<file path="config.mk">
export PLATFORM = sky130hd
export DESIGN_NAME = first_fit_allocator
export DESIGN_NICKNAME = d
export VERILOG_FILES = /design/src/hdl/ffa_pkg.sv /design/src/hdl/ffa_ctrl.sv /design/src/hdl/ffa_dp.sv /design/src/hdl/first_fit_allocator.sv
export SDC_FILE = /design/constraint.sdc
export NUM_CORES = 1
export LEC_CHECK = 0
export BUFFER_PORTS_ARGS = -buffer_cell sky130_fd_sc_hd__buf_2
export CAP_MARGIN = 20
export CORE_MARGIN = 4
export CORE_UTILIZATION = 63
export DETAILED_ROUTE_END_ITERATION = 8
export PLACE_DENSITY = 0.8
export SLEW_MARGIN = 5
export SYNTH_ARGS = -nofsm -noshare
export SYNTH_HDL_FRONTEND = slang
export SYNTH_SLANG_ARGS = --single-unit
</file>
<file path="constraint.sdc">
create_clock -name clk -period 16.09 [get_ports clk]
set_clock_uncertainty 0.1 [all_clocks]
set_input_delay 0.8045 -clock clk [delete_from_list [all_inputs] [get_ports clk]]
set_output_delay 0.8045 -clock clk [all_outputs]
set_load 0.01 [all_outputs]
</file>
<file path="src/hdl/ffa_pkg.sv">
// Shared types and constants for the first-fit allocator.
// Holds the stream field widths, operation codes and the control/status
// structs between the controller and the datapath. No dependencies.
package ffa_pkg;

	// operation codes carried on s_tuser
	localparam logic OP_ALLOC = 1'b0;
	localparam logic OP_FREE  = 1'b1;

	// fixed field widths of the stream words
	localparam int REQ_W      = 9;
	localparam int ADDR_W     = 8;
	localparam int USED_W     = 9;
	localparam int POOL_W     = 9;
	localparam int IN_DATA_W  = 24;
	localparam int OUT_DATA_W = 24;

	// controller -> datapath commands
	typedef struct packed {
		logic load;       // capture the input word
		logic scan_init;  // set up the scan pointer and run length
		logic scan;       // issue one map read, evaluate the previous one
		logic mark;       // write one unit of a granted block
		logic res_ok;     // flag a successful free
		logic clr_init;   // restart the clearing sweep, zero the used count
		logic clr_step;   // clear one map entry
		logic out_load;   // move the result into the output register
	} cmd_t;

	// datapath -> controller status
	typedef struct packed {
		logic op_free;
		logic early_fail;
		logic hit;
		logic alloc_end;
		logic free_fail;
		logic free_done;
		logic mark_last;
		logic clr_last;
		logic out_free;
	} sts_t;

endpackage

</file>
<file path="src/hdl/ffa_ctrl.sv">
// Sequencer of the first-fit allocator: clearing sweep, request check,
// scans, block marking and result hand-off. Uses ffa_pkg.
module ffa_ctrl (
	input  logic          clk,
	input  logic          arst_n,
	input  logic          cfg_wr,
	input  logic          s_tvalid,
	output logic          s_tready,
	input  ffa_pkg::sts_t sts,
	output ffa_pkg::cmd_t cmd
);

	typedef enum logic [6:0] {
		ST_CLEAR = 7'b0000001,
		ST_IDLE  = 7'b0000010,
		ST_CHECK = 7'b0000100,
		ST_ALLOC = 7'b0001000,
		ST_MARK  = 7'b0010000,
		ST_FREE  = 7'b0100000,
		ST_DONE  = 7'b1000000
	} state_t;

	state_t state_q, state_d;

	// a pool write takes priority, so refuse a request word in that cycle
	assign s_tready = (state_q == ST_IDLE) && !cfg_wr;

	always_comb begin
		state_d = state_q;
		cmd     = '0;
		if (cfg_wr) begin
			cmd.clr_init = 1'b1;
			state_d      = ST_CLEAR;
		end else begin
			case (state_q)
				ST_CLEAR: begin
					cmd.clr_step = 1'b1;
					if (sts.clr_last) state_d = ST_IDLE;
				end
				ST_IDLE: begin
					if (s_tvalid) begin
						cmd.load = 1'b1;
						state_d  = ST_CHECK;
					end
				end
				ST_CHECK: begin
					if (sts.early_fail) begin
						state_d = ST_DONE;
					end else begin
						cmd.scan_init = 1'b1;
						state_d       = sts.op_free ? ST_FREE : ST_ALLOC;
					end
				end
				ST_ALLOC: begin
					cmd.scan = 1'b1;
					if (sts.hit) state_d = ST_MARK;
					else if (sts.alloc_end) state_d = ST_DONE;
				end
				ST_MARK: begin
					cmd.mark = 1'b1;
					if (sts.mark_last) state_d = ST_DONE;
				end
				ST_FREE: begin
					cmd.scan = 1'b1;
					if (sts.free_fail) begin
						state_d = ST_DONE;
					end else if (sts.free_done) begin
						cmd.res_ok = 1'b1;
						state_d    = ST_DONE;
					end
				end
				ST_DONE: begin
					if (sts.out_free) begin
						cmd.out_load = 1'b1;
						state_d      = ST_IDLE;
					end
				end
				default: state_d = ST_CLEAR;
			endcase
		end
	end

	always_ff @(posedge clk or negedge arst_n) begin
		if (!arst_n) state_q <= ST_CLEAR;
		else state_q <= state_d;
	end

endmodule

</file>
<file path="src/hdl/ffa_dp.sv">
// Datapath of the first-fit allocator: unit map memory, scan pointer,
// run counter, used count, pool register and output register. Uses ffa_pkg.
module ffa_dp #(
	parameter int MAX_UNITS = 256
) (
	input  logic                               clk,
	input  logic                               arst_n,
	input  logic                               cfg_wr,
	input  logic [ffa_pkg::POOL_W-1:0]         cfg_data,
	input  logic [ffa_pkg::IN_DATA_W-1:0]      s_tdata,
	input  logic                               s_tuser,
	input  ffa_pkg::cmd_t                      cmd,
	output ffa_pkg::sts_t                      sts,
	output logic                               m_tvalid,
	input  logic                               m_tready,
	output logic [ffa_pkg::OUT_DATA_W-1:0]     m_tdata
);

	localparam int AW = $clog2(MAX_UNITS);
	localparam int CW = $clog2(MAX_UNITS + 1);

	// map entry: [1] unit used, [0] block starts here
	logic [1:0]                   mem_q [MAX_UNITS];
	logic [1:0]                   rdat_s1;
	logic [CW-1:0]                pool_q, pool_d;
	logic [AW-1:0]                clr_q;
	logic [CW-1:0]                cnt_q;
	logic                         op_free_q;
	logic [ffa_pkg::REQ_W-1:0]    req_q;
	logic [ffa_pkg::ADDR_W-1:0]   fad_q;
	logic [CW-1:0]                idx_q;
	logic [AW-1:0]                idx_s1;
	logic                         vld_s1;
	logic [CW-1:0]                run_q;
	logic [AW-1:0]                mark_q, mark_end_q, grant_q;
	logic                         ok_q;
	logic                         out_valid_q, out_ok_q;
	logic [ffa_pkg::ADDR_W-1:0]   out_grant_q;
	logic [ffa_pkg::USED_W-1:0]   out_used_q;

	logic                         used, start, head, last, hit, free_clr;
	logic [AW-1:0]                start_addr;
	logic                         we;
	logic [AW-1:0]                waddr;
	logic [1:0]                   wdata;

	// clamp the pool size into 1..MAX_UNITS
	always_comb begin
		if (cfg_data == '0) pool_d = CW'(1);
		else if (32'(cfg_data) > 32'(MAX_UNITS)) pool_d = CW'(MAX_UNITS);
		else pool_d = CW'(cfg_data);
	end

	assign used       = rdat_s1[1];
	assign start      = rdat_s1[0];
	assign head       = (32'(idx_s1) == 32'(fad_q));
	assign last       = (32'(idx_s1) + 32'd1 == 32'(pool_q));
	assign hit        = !op_free_q && vld_s1 && !used && (32'(run_q) + 32'd1 == 32'(req_q));
	assign start_addr = AW'(32'(idx_s1) + 32'd1 - 32'(req_q));
	// release the head of the block, then its continuation units
	assign free_clr   = op_free_q && vld_s1 && (head ? (used && start) : (used && !start));

	always_comb begin
		sts.op_free    = op_free_q;
		sts.early_fail = op_free_q ? (32'(fad_q) >= 32'(pool_q))
		                           : (req_q == '0 || 32'(req_q) > 32'(pool_q));
		sts.hit        = hit;
		sts.alloc_end  = !op_free_q && vld_s1 && !hit && last;
		sts.free_fail  = op_free_q && vld_s1 && head && !(used && start);
		sts.free_done  = op_free_q && vld_s1 &&
		                 ((!head && !(used && !start)) || (free_clr && last));
		sts.mark_last  = (mark_q == mark_end_q);
		sts.clr_last   = (clr_q == AW'(MAX_UNITS - 1));
		sts.out_free   = !out_valid_q || m_tready;
	end

	always_comb begin
		we    = 1'b0;
		waddr = clr_q;
		wdata = 2'b00;
		if (cmd.clr_step) begin
			we = 1'b1;
		end else if (cmd.mark) begin
			we    = 1'b1;
			waddr = mark_q;
			wdata = {1'b1, mark_q == grant_q};
		end else if (cmd.scan && free_clr) begin
			we    = 1'b1;
			waddr = idx_s1;
		end
	end

	always_ff @(posedge clk) begin
		if (we) mem_q[waddr] <= wdata;
		rdat_s1 <= mem_q[idx_q[AW-1:0]];
	end

	always_ff @(posedge clk or negedge arst_n) begin
		if (!arst_n) begin
			pool_q      <= CW'(MAX_UNITS);
			clr_q       <= '0;
			cnt_q       <= '0;
			vld_s1      <= 1'b0;
			out_valid_q <= 1'b0;
		end else begin
			if (cfg_wr) pool_q <= pool_d;
			if (cmd.clr_init) begin
				clr_q <= '0;
				cnt_q <= '0;
			end else begin
				if (cmd.clr_step) clr_q <= clr_q + 1'b1;
				if (cmd.scan && hit) cnt_q <= CW'(32'(cnt_q) + 32'(req_q));
				else if (cmd.scan && free_clr) cnt_q <= cnt_q - 1'b1;
			end
			if (cmd.scan_init) vld_s1 <= 1'b0;
			else if (cmd.scan) vld_s1 <= (32'(idx_q) < 32'(pool_q));
			if (cmd.out_load) out_valid_q <= 1'b1;
			else if (m_tready) out_valid_q <= 1'b0;
		end
	end

	always_ff @(posedge clk) begin
		if (cmd.load) begin
			op_free_q <= (s_tuser == ffa_pkg::OP_FREE);
			req_q     <= s_tdata[ffa_pkg::REQ_W-1:0];
			fad_q     <= s_tdata[ffa_pkg::REQ_W +: ffa_pkg::ADDR_W];
			ok_q      <= 1'b0;
			grant_q   <= '0;
		end
		if (cmd.scan_init) begin
			idx_q <= op_free_q ? CW'(fad_q) : '0;
			run_q <= '0;
		end else if (cmd.scan) begin
			idx_q  <= idx_q + 1'b1;
			idx_s1 <= idx_q[AW-1:0];
			if (vld_s1) run_q <= used ? '0 : run_q + 1'b1;
		end
		if (cmd.scan && hit) begin
			ok_q       <= 1'b1;
			grant_q    <= start_addr;
			mark_q     <= start_addr;
			mark_end_q <= idx_s1;
		end
		if (cmd.mark) mark_q <= mark_q + 1'b1;
		if (cmd.res_ok) ok_q <= 1'b1;
		if (cmd.out_load) begin
			out_ok_q    <= ok_q;
			out_grant_q <= ffa_pkg::ADDR_W'(grant_q);
			out_used_q  <= ffa_pkg::USED_W'(cnt_q);
		end
	end

	assign m_tvalid = out_valid_q;
	assign m_tdata  = {
		(ffa_pkg::OUT_DATA_W - 1 - ffa_pkg::ADDR_W - ffa_pkg::USED_W)'(0),
		out_used_q, out_grant_q, out_ok_q
	};

	a_cnt_in_pool: assert property (@(posedge clk) disable iff (!arst_n)
		32'(cnt_q) <= 32'(pool_q))
		else $error("used count exceeds pool size");

	a_wr_in_pool: assert property (@(posedge clk) disable iff (!arst_n)
		(we && !cmd.clr_step) |-> (32'(waddr) < 32'(pool_q)))
		else $error("map write outside the pool");

	a_fail_no_grant: assert property (@(posedge clk) disable iff (!arst_n)
		(out_valid_q && !out_ok_q) |-> (out_grant_q == '0))
		else $error("failed result carries an address");

endmodule

</file>
<file path="src/hdl/first_fit_allocator.sv">
// Top level of the first-fit allocator: controller and datapath.
// Depends on ffa_pkg, ffa_ctrl and ffa_dp.
//
// Usage:
//   s_* carries requests. s_tuser is the operation (0 allocate, 1 free);
//   s_tdata holds request_units in [8:0] and free_address in [16:9].
//   m_* returns one word per request: success [0], granted_address [8:1],
//   used_total [17:9].
//   cfg_* writes pool_units; a write clamps the value into 1..MAX_UNITS
//   and clears the whole map. cfg_ready is always high.
// Sequence:
//   One request at a time. Allocate: a setup step, a first-fit scan from
//   unit 0 (one map entry per cycle through the memory read port), marking
//   of the granted block unit by unit, then posting of the result. Free: a
//   setup step, a release scan of the block from free_address, then
//   posting. Rejected requests post straight after the check.
//   A new request is taken while the previous result still waits on m_*;
//   if m_tready stays low the block holds its next result in place.
// Reset and configuration:
//   After reset, and after every configuration write, the map memory is
//   swept clear entry by entry; s_tready stays low during the sweep.
module first_fit_allocator #(
	parameter int MAX_UNITS = 256
) (
	input  logic                               clk,
	input  logic                               arst_n,
	// request words
	input  logic                               s_tvalid,
	output logic                               s_tready,
	input  logic [ffa_pkg::IN_DATA_W-1:0]      s_tdata,  // request_units, free_address
	input  logic                               s_tuser,  // operation
	// result words
	output logic                               m_tvalid,
	input  logic                               m_tready,
	output logic [ffa_pkg::OUT_DATA_W-1:0]     m_tdata,  // success, granted_address, used_total
	// pool size register
	input  logic                               cfg_valid,
	output logic                               cfg_ready,
	input  logic [ffa_pkg::POOL_W-1:0]         cfg_data
);

	ffa_pkg::cmd_t cmd;
	ffa_pkg::sts_t sts;
	logic          cfg_wr;

	// the register is always writable; a write restarts the clearing sweep
	assign cfg_ready = 1'b1;
	assign cfg_wr    = cfg_valid && cfg_ready;

	ffa_ctrl u_ctrl (
		.clk      (clk),
		.arst_n   (arst_n),
		.cfg_wr   (cfg_wr),
		.s_tvalid (s_tvalid),
		.s_tready (s_tready),
		.sts      (sts),
		.cmd      (cmd)
	);

	ffa_dp #(
		.MAX_UNITS (MAX_UNITS)
	) u_dp (
		.clk      (clk),
		.arst_n   (arst_n),
		.cfg_wr   (cfg_wr),
		.cfg_data (cfg_data),
		.s_tdata  (s_tdata),
		.s_tuser  (s_tuser),
		.cmd      (cmd),
		.sts      (sts),
		.m_tvalid (m_tvalid),
		.m_tready (m_tready),
		.m_tdata  (m_tdata)
	);

endmodule
</file>
==> results.sh, run 1 <==
export IMPL_start_util_pct=64.2
export IMPL_regArea_um2=18800
export IMPL_die_w_um=221
export IMPL_critPathMaxStageDelay_ps=740
export IMPL_synth_edf_count=589
export IMPL_ir_worst_vdd_mv=0.101
export IMPL_finalPower_uw=3370
export IMPL_clock_sinks=636
export IMPL_max_cap_viol_count=0
export IMPL_vias=18000
export IMPL_antenna_found_initial=1
export IMPL_start_kind="input port"
export IMPL_final_cells=2728
export IMPL_row_count=77
export IMPL_drt_iter0_drc=2228
export IMPL_grt_max_degree=257
export IMPL_postSynth_asyncResetShare_pct=5.50
export IMPL_finalHoldViolCount=0
export IMPL_synth_flop_cell="edfxtp_1"
export IMPL_setup_violations=0
export IMPL_crit_arrival_ps=6040
export IMPL_yosysWarningCount=0
export IMPL_grt_setup_unrepaired="no"
export IMPL_post_cts_buffers=0
export IMPL_status="finished, final reports clean"
export IMPL_place_ws_ps=10000
export IMPL_ios=66
export IMPL_cts_root_buffer="clkbuf_16"
export IMPL_routedWlPerCell_um=25.1
export IMPL_synth_yosys_seq_area_share_pct=65.7
export IMPL_area_delta_synth_final_pct=9.37
export IMPL_ys_ff_latch=636
export IMPL_relSlewSlack_pct=17.8
export IMPL_dpl_hpwl_um=40200
export IMPL_finalMaxSlewViolations=0
export IMPL_core_um2=44600
export IMPL_multiInputGateArea_um2=9060
export IMPL_crit_slowest_cell="nand2_1"
export IMPL_drc=0
export IMPL_finalWeightedCongestion=0.927
export IMPL_timing_rr_start="u_dp.run_q[0]$_SDFFE_PP0P_"
export IMPL_final_fill_count=2900
export IMPL_placed_cells=2611
export IMPL_first_pass_iters=6
export IMPL_crit_buf_inv=4
export IMPL_synth_cell_types=80
export IMPL_htreeDepth=3
export IMPL_diodes=0
export IMPL_reg2reg_slack_ps=10640
export IMPL_timing_hold_ws_ps=262
export IMPL_crit_type="in -> reg"
export IMPL_cp_max_fo=36
export IMPL_cp_required_ps=16510
export IMPL_grt_pass1_vias=18000
export IMPL_clkTransAtPathRegs_ps=60
export IMPL_wl_um=68400
export IMPL_routed_via_density=6.61
export IMPL_io_buffer_count=51
export IMPL_timing_final_ws_setup_ps=10470
export IMPL_leakage_uw=0.0116
export IMPL_reg2reg_to="u_dp.cnt_q[8]$_DFFE_PN0P_"
export IMPL_powerDensity_nw_per_um2=108
export IMPL_min_period_ps=5620
export IMPL_clk_latency_ps=610
export IMPL_max_freq_ghz=0.178
export IMPL_grt_first_pass_wirelength_um=104000
export IMPL_fin_crit_sh_pct=34.9
export IMPL_worstMarginPinSlew_ps=1230
export IMPL_syn_mean_instance_area_um2=13.9
export IMPL_crit_chain="buf_2, nor3_1, nand3_1, clkinv_1, nand2_1, inv_1, nand2_1, ha_1, inv_1, fa_1, nor2b_1, o21ai_0, a21boi_0, o21ai_0, a21oi_1, a311oi_1, or3_1, a21oi_1"
export IMPL_drtAntennaViolNets=0
export IMPL_min_path_type="in -> async"
export IMPL_syn_inst=2065
export IMPL_gr_usage_all_layers_pct=27.5
export IMPL_syn_cell_area_um2=28600
export IMPL_numCtsBuffers=66
export IMPL_layout_drive_gt1_share_pct=12.9
export IMPL_die_area_um2=48900
export IMPL_die_y_um=221
export IMPL_cts_buffer_depth=3
export IMPL_reg2reg_depth=20
export IMPL_grt_overflow=0
export IMPL_cpLargestDelayFamily="simple AND/OR/NAND/NOR gates"
export IMPL_nets=2175
export IMPL_cts_resized=0
export IMPL_setup_tns_final_ps=0
export IMPL_endpoint_kind="flip-flop"
export IMPL_cts_tree="yes"
export IMPL_ctsHoldBuffers=0
## cell usage after synthesis (12+ instances only)
| cell type | instances | area, um2 |
|---|---|---|
| a21oi_1 | 67 | 335 |
| buf_2 | 58 | 290 |
| clkbuf_1 | 52 | 195 |
| dfrtp_1 | 33 | 826 |
| dfxtp_1 | 12 | 240 |
| edfxtp_1 | 589 | 17700 |
| ha_1 | 46 | 576 |
| inv_1 | 41 | 154 |
| mux2i_1 | 137 | 1370 |
| mux4_2 | 64 | 1440 |
| nand2_1 | 115 | 432 |
| nand2b_1 | 13 | 81.3 |
| nand3_1 | 43 | 215 |
| nand4_1 | 13 | 81.3 |
| nor2_1 | 318 | 1190 |
| nor3_1 | 23 | 115 |
| nor4_1 | 18 | 113 |
| o21ai_0 | 48 | 240 |
| o221ai_1 | 63 | 552 |
| o22ai_1 | 37 | 231 |
| xnor2_1 | 55 | 482 |
| xor2_1 | 27 | 236 |
## stage by stage
stage / instance area (um2) / util [%]
floorplan: 28700 / -
global placement: 29300 / 65.6
detailed placement: 29300 / 65.6
CTS: 31300 / 70.2
global route: 31300 / 70.2
finish: 31300 / 70.2
## worst max-delay path by stage
stage                         start                         end  slack [ps]  cells after the start
after floorplan           cfg_valid  u_dp.mem_q[0][0]$_DFFE_PP_        2190                      6
after global placement    cfg_valid   u_dp.cnt_q[8]$_DFFE_PN0P_       10170                     18
after detailed placement  cfg_valid   u_dp.cnt_q[8]$_DFFE_PN0P_       10000                     18
after CTS                 cfg_valid   u_dp.cnt_q[8]$_DFFE_PN0P_       10600                     18
after global routing      cfg_valid   u_dp.cnt_q[8]$_DFFE_PN0P_       10010                     18
final                     cfg_valid   u_dp.cnt_q[8]$_DFFE_PN0P_       10470                     18
## routing by layer
metal / track usage (%) / up-vias / part of all wire, % / wire (um)
met2: 43.9 / 991 / 48 / 32900
met1: 37.8 / 8989 / 38 / 26100
li1: - / 7877 / - / -
met4: 9.95 / 2 / 3.3 / 2280
met5: 0 / - / 0.012 / 8
met3: 6.48 / 170 / 10 / 7140
## logic make-up (layout without fill, tap and decap cells)
logic type | Yosys count | in the layout | synth area share [%]
buffers and inverters | 177 | 243 | 2.85
other | 2 | 7 | 0.0262
adder cells (fa/ha/maj) | 48 | 48 | 2.15
flip-flops | 636 | 636 | 65.7
AO/OA/AOI/OAI | 300 | 300 | 7.18
XOR/XNOR | 83 | 83 | 2.59
AND/OR/NAND/NOR | 617 | 617 | 9.69
multiplexers | 202 | 202 | 9.86
## registers in the layout, indices dropped and copies added, names as in the netlist
register and flops:
u_dp.req_q 9, u_dp.mem_q 512, u_dp.op_free_q 1, u_dp.run_q 9
u_dp.mark_q 8, u_dp.pool_q 9, u_dp.m_tvalid 1, u_dp.ok_q 1
u_dp.out_ok_q 1, u_dp.fad_q 8, u_dp.idx_s1 8, u_dp.out_grant_q 8
u_dp.clr_q 8, u_dp.rdat_s1 2, u_dp.idx_q 9, u_ctrl.state_q 7
u_dp.vld_s1 1, u_dp.out_used_q 9, u_dp.mark_end_q 8, u_dp.cnt_q 9
u_dp.grant_q 8
## layout make-up
cell class	count	share of cell area (%)
clock inverters	34	0.715
repair buffers	84	1.71
flip-flops and latches	636	60.0
well taps	592	2.36
clock buffers	82	5.73
inverters	43	0.531
multi-input cells	1257	28.9
## placed cells by master, fill, tap and decap left out, drive strengths merged, types with 6 or more instances in the layout
master and n:
o32ai 7, xor2 27, o21ai 51, clkinv 30
and3 8, nor2b 10, o221ai 63, mux4 64
dfrtp 33, nand4 13, xnor2 55, nand2 122
a211oi 11, buf 84, conb 7, inv 45
nand3 43, nor3 25, a31oi 7, dfxtp 12
mux2i 137, nand2b 13, o22ai 38, edfxtp 589
o211ai 6, and4 6, or3 11, nor2 319
ha 46, o21a 6, a21oi 68, a22o 8
clkbuf 82, nor4 20, a21o 6
## power by group
group	switching (uW)	leakage (uW)	internal, uW
sequential	14.5	0.00716	1790
combinational	88.6	0.00344	43.3
clock	623	0.000994	810
Note: power is estimated with default switching activity, not from simulation.
==> run 2, diff against run 1 <==
clock period = 5.3 ns   (was 16.09 ns; I/O delays follow)
==> run 2 against run 1 <==
Flip-flop and latch count unchanged. Wire length increased by 2.4%. Cell count increased by 1.6%. Combinational power increased to 3.2 times the previous value. Register-to-register slack got worse by 10000 ps. Global-route usage increased by 0.57 points. Setup slack got worse by 9900 ps. Critical path depth increased by 2. Non-clock buffer count increased by 48. Via count increased by 2.0%. Sequential share of layout area decreased by 0.95 points.
==> results.sh, run 2 (same netlist as run 1, synthesis figures left out) <==
export IMPL_crit_type="reg -> reg"
export IMPL_diodes=0
export IMPL_gr_usage_all_layers_pct=28.1
export IMPL_cts_buffer_depth=3
export IMPL_place_area_um2=29500
export IMPL_min_period_ps=4700
export IMPL_relSlewSlack_pct=9.72
export IMPL_die_y_um=221
export IMPL_vias=18400
export IMPL_crit_start="u_dp.run_q[0]$_SDFFE_PP0P_"
export IMPL_p_sw_share_pct=21.2
export IMPL_row_count=77
export IMPL_timing_hold_ws_ps=110
export IMPL_wl_um=70000
export IMPL_hold_start="cfg_valid"
export IMPL_cts_tree="yes"
export IMPL_setup_violations=0
export IMPL_io_buffer_count=51
export IMPL_p_int_uw=8070
export IMPL_drc=0
export IMPL_hold_depth=2
export IMPL_numCtsBuffers=61
export IMPL_first_pass_iters=5
export IMPL_worstMarginPinSlew_ps=1350
export IMPL_routedWlPerCell_um=25.2
export IMPL_die_w_um=221
export IMPL_layout_drive_gt1_share_pct=12.9
export IMPL_antenna_found_initial=0
export IMPL_nets=2218
export IMPL_clkTransAtPathRegs_ps=60
export IMPL_cts_root_buffer="clkbuf_16"
export IMPL_status="finished, final reports clean"
export IMPL_grt_pass1_vias=18200
export IMPL_ios=66
export IMPL_p_clk_share_pct=42.2
export IMPL_area_delta_synth_final_pct=11.1
export IMPL_leakage_uw=0.0118
export IMPL_fin_crit_sh_pct=88.7
export IMPL_dpl_hpwl_um=42000
export IMPL_finalHoldViolCount=0
export IMPL_power_frac_comb_pct=4.1
export IMPL_routed_via_density=6.63
export IMPL_min_path_type="in -> reg"
export IMPL_ir_worst_vdd_mv=0.273
export IMPL_die_area_um2=48900
export IMPL_crit_arrival_ps=5150
export IMPL_endpoint_kind="flip-flop"
export IMPL_finalWeightedCongestion=0.909
export IMPL_clk_latency_ps=640
export IMPL_cp_required_ps=5750
export IMPL_max_cap_viol_count=0
export IMPL_placed_cells=2624
export IMPL_grt_overflow=0
export IMPL_fin_area_um2=31800
export IMPL_drt_iter0_drc=2224
export IMPL_layout_common_cells="589 x edfxtp_1, 318 x nor2_1, 137 x mux2i_1, 114 x nand2_1, 67 x a21oi_1"
export IMPL_grt_first_pass_wirelength_um=107000
export IMPL_finalMaxSlewViolations=0
export IMPL_largest_register_ffs=512
export IMPL_grt_setup_unrepaired="no"
export IMPL_grt_max_degree=266
export IMPL_reg2reg_to="u_dp.cnt_q[8]$_DFFE_PN0P_"
export IMPL_drtAntennaViolNets=0
export IMPL_hold_end="u_dp.clr_q[7]$_DFFE_PN0P_"
export IMPL_reg2reg_depth=20
export IMPL_core_um2=44600
export IMPL_timing_rr_start="u_dp.run_q[0]$_SDFFE_PP0P_"
export IMPL_post_cts_buffers=0
export IMPL_p_switching_uw=2170
export IMPL_reg2reg_slack_ps=600
export IMPL_final_core_util_pct=71.4
export IMPL_final_cells=2772
export IMPL_final_common_cell="edfxtp_1"
export IMPL_htreeDepth=2
export IMPL_powerDensity_nw_per_um2=321
export IMPL_max_freq_ghz=0.213
export IMPL_power_frac_seq_pct=53.7
export IMPL_start_kind="flip-flop"
export IMPL_cp_max_fo=9
export IMPL_start_util_pct=64.2
export IMPL_top_register="u_dp.mem_q"
export IMPL_clock_sinks=636
==> run 2: cell types whose count changed in the layout (fill, tap and decap cells not counted), moves of 2 or more <==
| cell | delta |
|---|---|
| dlygate4sd3_1 | +36 |
| buf_12 | +6 |
| buf_4 | +6 |
| bufinv_16 | +6 |
| clkbuf_16 | -6 |
| clkbuf_8 | -4 |
| clkinv_1 | +4 |
| clkinv_8 | -3 |
| clkinv_2 | -2 |
| clkinvlp_4 | +2 |
| inv_6 | -2 |
==> run 2: timing repair <==
| action | 4_1_cts | 5_1_grt |
|---|---|---|
| hold endpoints to repair | 64 | 0 |
| hold buffers | 36 | 0 |
| resized for setup | 0 | 0 |
==> run 2: worst max-delay path by stage <==
stage	endpoint	slack (ps)	depth (start not counted)
finish	u_dp.cnt_q[8]$_DFFE_PN0P_	600	20
global route	u_dp.cnt_q[8]$_DFFE_PN0P_	300	20
CTS	u_dp.cnt_q[8]$_DFFE_PN0P_	740	20
detailed placement	u_dp.cnt_q[8]$_DFFE_PN0P_	790	20
global placement	u_dp.cnt_q[8]$_DFFE_PN0P_	970	18
floorplan	u_dp.mem_q[0][0]$_DFFE_PP_	-300	6
==> run 2: critical path, stage by stage (launching register included) <==
cell	delay (ps)
dfxtp_1	440
ha_1	360
or3b_2	470
o211ai_1	100
a31oi_1	100
nor4b_1	540
o21a_1	310
nand2_1	100
inv_1	100
nand2_1	60
ha_1	200
inv_1	80
fa_1	220
nor2b_1	60
o21ai_0	270
a21boi_0	170
o21ai_0	220
a21oi_1	140
o31a_1	140
or3_1	320
a21oi_1	140
==> run 2: layer usage <==
| metal | track usage, % | routed length, um | vias to the layer above | part of all wire (%) |
|---|---|---|---|---|
| met3 | 5.46 | 7430 | 181 | 11 |
| met5 | 0 | 0 | - | 0 |
| met1 | 39.6 | 27000 | 9217 | 39 |
| li1 | - | - | 7961 | - |
| met2 | 44.6 | 33200 | 1022 | 47 |
| met4 | 10.2 | 2410 | 0 | 3.4 |
==> run 2: through the flow <==
stage	TNS (ps)	total power, uW	setup WS, ps
2_1_floorplan	-76730	5850	-300
3_3_place_gp	0	5970	968
3_5_place_dp	0	5980	789
4_1_cts	0	10300	740
5_1_grt	0	10500	299
6_report	0	10200	599
==> run 2: final cells by class <==
cell class,instances,area (um2)
inverter,43,166
fill,2820,12800
sequential,636,18800
timing repair buffer,132,1060
tap,592,741
multi-input combinational,1257,9070
clock inverter,41,397
clock buffer,71,1590
==> run 2: power by group through the flow <==
| stage | sequential (uW) | clock, uW | combinational [uW] |
|---|---|---|---|
| after global placement | 5600 | 0 | 373 |
| after floorplan | 5570 | 0 | 278 |
| final | 5490 | 4320 | 421 |
| after detailed placement | 5600 | 0 | 385 |
| after CTS | 5490 | 4360 | 409 |
| after global routing | 5490 | 4570 | 456 |
==> run 3, diff against run 2 <==
clock period = 4.9 ns   (was 5.3 ns; I/O delays follow)
==> run 3 against run 2 <==
Clock-buffer cell count increased by 9. Hold slack improved by 94 ps. Die area is the same. Cell count is 0.25% higher. Register-to-register slack worse by 80 ps. Non-clock buffer count rose by 4. Via count increased by 0.22%. First-iteration DRC count increased by 12%. Sequential share of layout area shrank 0.18 points. Combinational power is 10% higher. Utilization up 0.22 points. Setup slack worse by 77 ps. Critical path type unchanged.
==> results.sh, run 3 (same netlist as run 1, synthesis figures left out) <==
export IMPL_clk_latency_ps=630
export IMPL_routedWlPerCell_um=25.5
export IMPL_power_frac_seq_pct=53.0
export IMPL_layout_drive_gt1_share_pct=13.6
export IMPL_drtAntennaViolNets=0
export IMPL_drt_iter0_drc=2486
export IMPL_crit_type="reg -> reg"
export IMPL_leakage_uw=0.0119
export IMPL_crit_start="u_dp.run_q[0]$_SDFFE_PP0P_"
export IMPL_die_w_um=221
export IMPL_clock_sinks=636
export IMPL_timing_final_ws_setup_ps=522
export IMPL_grt_met2_usage_pct=45.6
export IMPL_worstMarginPinSlew_ps=1060
export IMPL_start_util_pct=64.2
export IMPL_finalHoldViolCount=0
export IMPL_grt_use_met1_pct=40.1
export IMPL_start_kind="flip-flop"
export IMPL_p_sw_share_pct=21.4
export IMPL_grt_max_degree=249
export IMPL_ir_worst_vdd_mv=0.357
export IMPL_final_fill_count=2758
export IMPL_ios=66
export IMPL_place_area_um2=29500
export IMPL_p_clk_share_pct=42.9
export IMPL_dpl_hpwl_um=42900
export IMPL_top_register="u_dp.mem_q"
export IMPL_core_um2=44600
export IMPL_wl_um=71000
export IMPL_fin_area_um2=31900
export IMPL_place_ws_ps=439
export IMPL_row_count=77
export IMPL_largest_register_ffs=512
export IMPL_htreeDepth=2
export IMPL_grt_first_pass_wirelength_um=109000
export IMPL_grt_setup_unrepaired="no"
export IMPL_min_period_ps=4380
export IMPL_cp_required_ps=5350
export IMPL_grtUsageMet3_pct=6.19
export IMPL_crit_buf_inv=2
export IMPL_cts_root_buffer="clkbuf_16"
export IMPL_antenna_found_initial=0
export IMPL_status="finished, final reports clean"
export IMPL_gr_usage_all_layers_pct=28.8
export IMPL_diodes=0
export IMPL_endpoint_kind="flip-flop"
export IMPL_die_y_um=221
export IMPL_first_pass_iters=8
export IMPL_area_delta_synth_final_pct=11.5
export IMPL_finalMaxSlewViolations=0
export IMPL_power_frac_comb_pct=4.1
export IMPL_grt_overflow=0
export IMPL_timing_hold_ws_ps=203
export IMPL_p_int_uw=8820
export IMPL_fin_crit_sh_pct=89.3
export IMPL_numCtsBuffers=61
export IMPL_timing_rr_start="u_dp.run_q[0]$_SDFFE_PP0P_"
export IMPL_post_cts_buffers=0
export IMPL_crit_slowest_cell="or3b_2"
export IMPL_layout_common_cells="589 x edfxtp_1, 318 x nor2_1, 137 x mux2i_1, 114 x nand2_1, 67 x a21oi_1"
export IMPL_routed_via_density=6.63
export IMPL_finalWeightedCongestion=0.901
export IMPL_io_buffer_count=51
export IMPL_cpLargestDelayFamily="compound AO/OA/AOI/OAI gates"
export IMPL_critPathMaxStageDelay_ps=470
export IMPL_setup_tns_final_ps=0
export IMPL_final_common_cell="edfxtp_1"
export IMPL_grt_pass1_vias=18500
export IMPL_drc=0
export IMPL_nets=2222
export IMPL_top_usage_layer="met2"
export IMPL_crit_chain="ha_2, or3b_2, o211ai_1, a31oi_1, nor4b_2, o21a_1, nand2_1, inv_1, buf_4, nand2_1, ha_1, o21ai_0, a21boi_0, o21ai_0, a21oi_1, a311oi_1, or3_1, a21oi_1"
export IMPL_crit_arrival_ps=4820
export IMPL_die_area_um2=48900
export IMPL_vias=18400
export IMPL_cts_tree="yes"
export IMPL_finalPower_uw=11200
export IMPL_min_path_type="in -> async"
export IMPL_setup_violations=0
export IMPL_powerDensity_nw_per_um2=351
export IMPL_p_switching_uw=2400
export IMPL_clkTransAtPathRegs_ps=70
export IMPL_relSlewSlack_pct=29.2
export IMPL_max_freq_ghz=0.228
export IMPL_cp_max_fo=12
export IMPL_cts_buffer_depth=3
export IMPL_max_cap_viol_count=0
==> run 3: cell types whose count changed in the layout (fill, tap and decap cells not counted), moves of 2 or more <==
| cell | change |
|---|---|
| buf_12 | +2 |
| buf_4 | +4 |
| clkbuf_1 | +9 |
| clkinv_1 | -14 |
| clkinv_2 | +4 |
| clkinvlp_4 | +2 |
==> run 3: area by class of cell <==
| class | instances | area (um2) | area share (%) |
|---|---|---|---|
| inverters | 43 | 166 | 0.521 |
| multi-input cells | 1257 | 9080 | 28.4 |
| well taps | 592 | 741 | 2.32 |
| clock buffers | 80 | 1620 | 5.07 |
| clock inverters | 35 | 420 | 1.32 |
| repair buffers | 136 | 1090 | 3.42 |
| flip-flops and latches | 636 | 18800 | 58.9 |
==> run 3: what timing repair did <==
action | 4_1_cts | 5_1_grt
gates resized for setup | 0 | 2
endpoints found under the hold margin | 64 | 0
hold buffers | 35 | 0
setup endpoints to repair | 0 | 1
==> run 3: layer usage <==
| layer | part of all wire, % | routed length (um) |
|---|---|---|
| met1 | 38 | 27100 |
| met2 | 48 | 33700 |
| met3 | 10 | 7350 |
| met4 | 4.0 | 2800 |
| met5 | 0 | 0 |
==> run 3: path summary, 6_finish.rpt <==
check                                                   to  slack (ps)  depth (start not counted)
worst max-delay path             u_dp.cnt_q[8]$_DFFE_PN0P_         520                         18
worst min register to register     u_dp.out_ok_q$_DFFE_PP_         350                          0
worst max register to register   u_dp.cnt_q[8]$_DFFE_PN0P_         520                         18
max in group asynchronous        u_dp.cnt_q[3]$_DFFE_PN0P_        3870                          2
worst min-delay path            u_dp.pool_q[5]$_DFFE_PN0P_         200                          2
min in group clk                   u_dp.req_q[8]$_DFFE_PP_         220                          2
==> run 3: power by group through the flow <==
| stage | sequential [uW] | clock, uW | combinational (uW) |
|---|---|---|---|
| after floorplan | 6020 | 0 | 301 |
| after global placement | 6050 | 0 | 409 |
| after detailed placement | 6060 | 0 | 424 |
| after CTS | 5940 | 4830 | 450 |
| after global routing | 5940 | 5100 | 502 |
| final | 5940 | 4810 | 464 |
==> run 3: stage by stage <==
stage	std cells	util [%]
2_1_floorplan	2070	-
3_3_place_gp	2629	66.2
3_5_place_dp	2629	66.2
4_1_cts	2779	71.6
5_1_grt	2779	71.6
6_report	2779	71.6
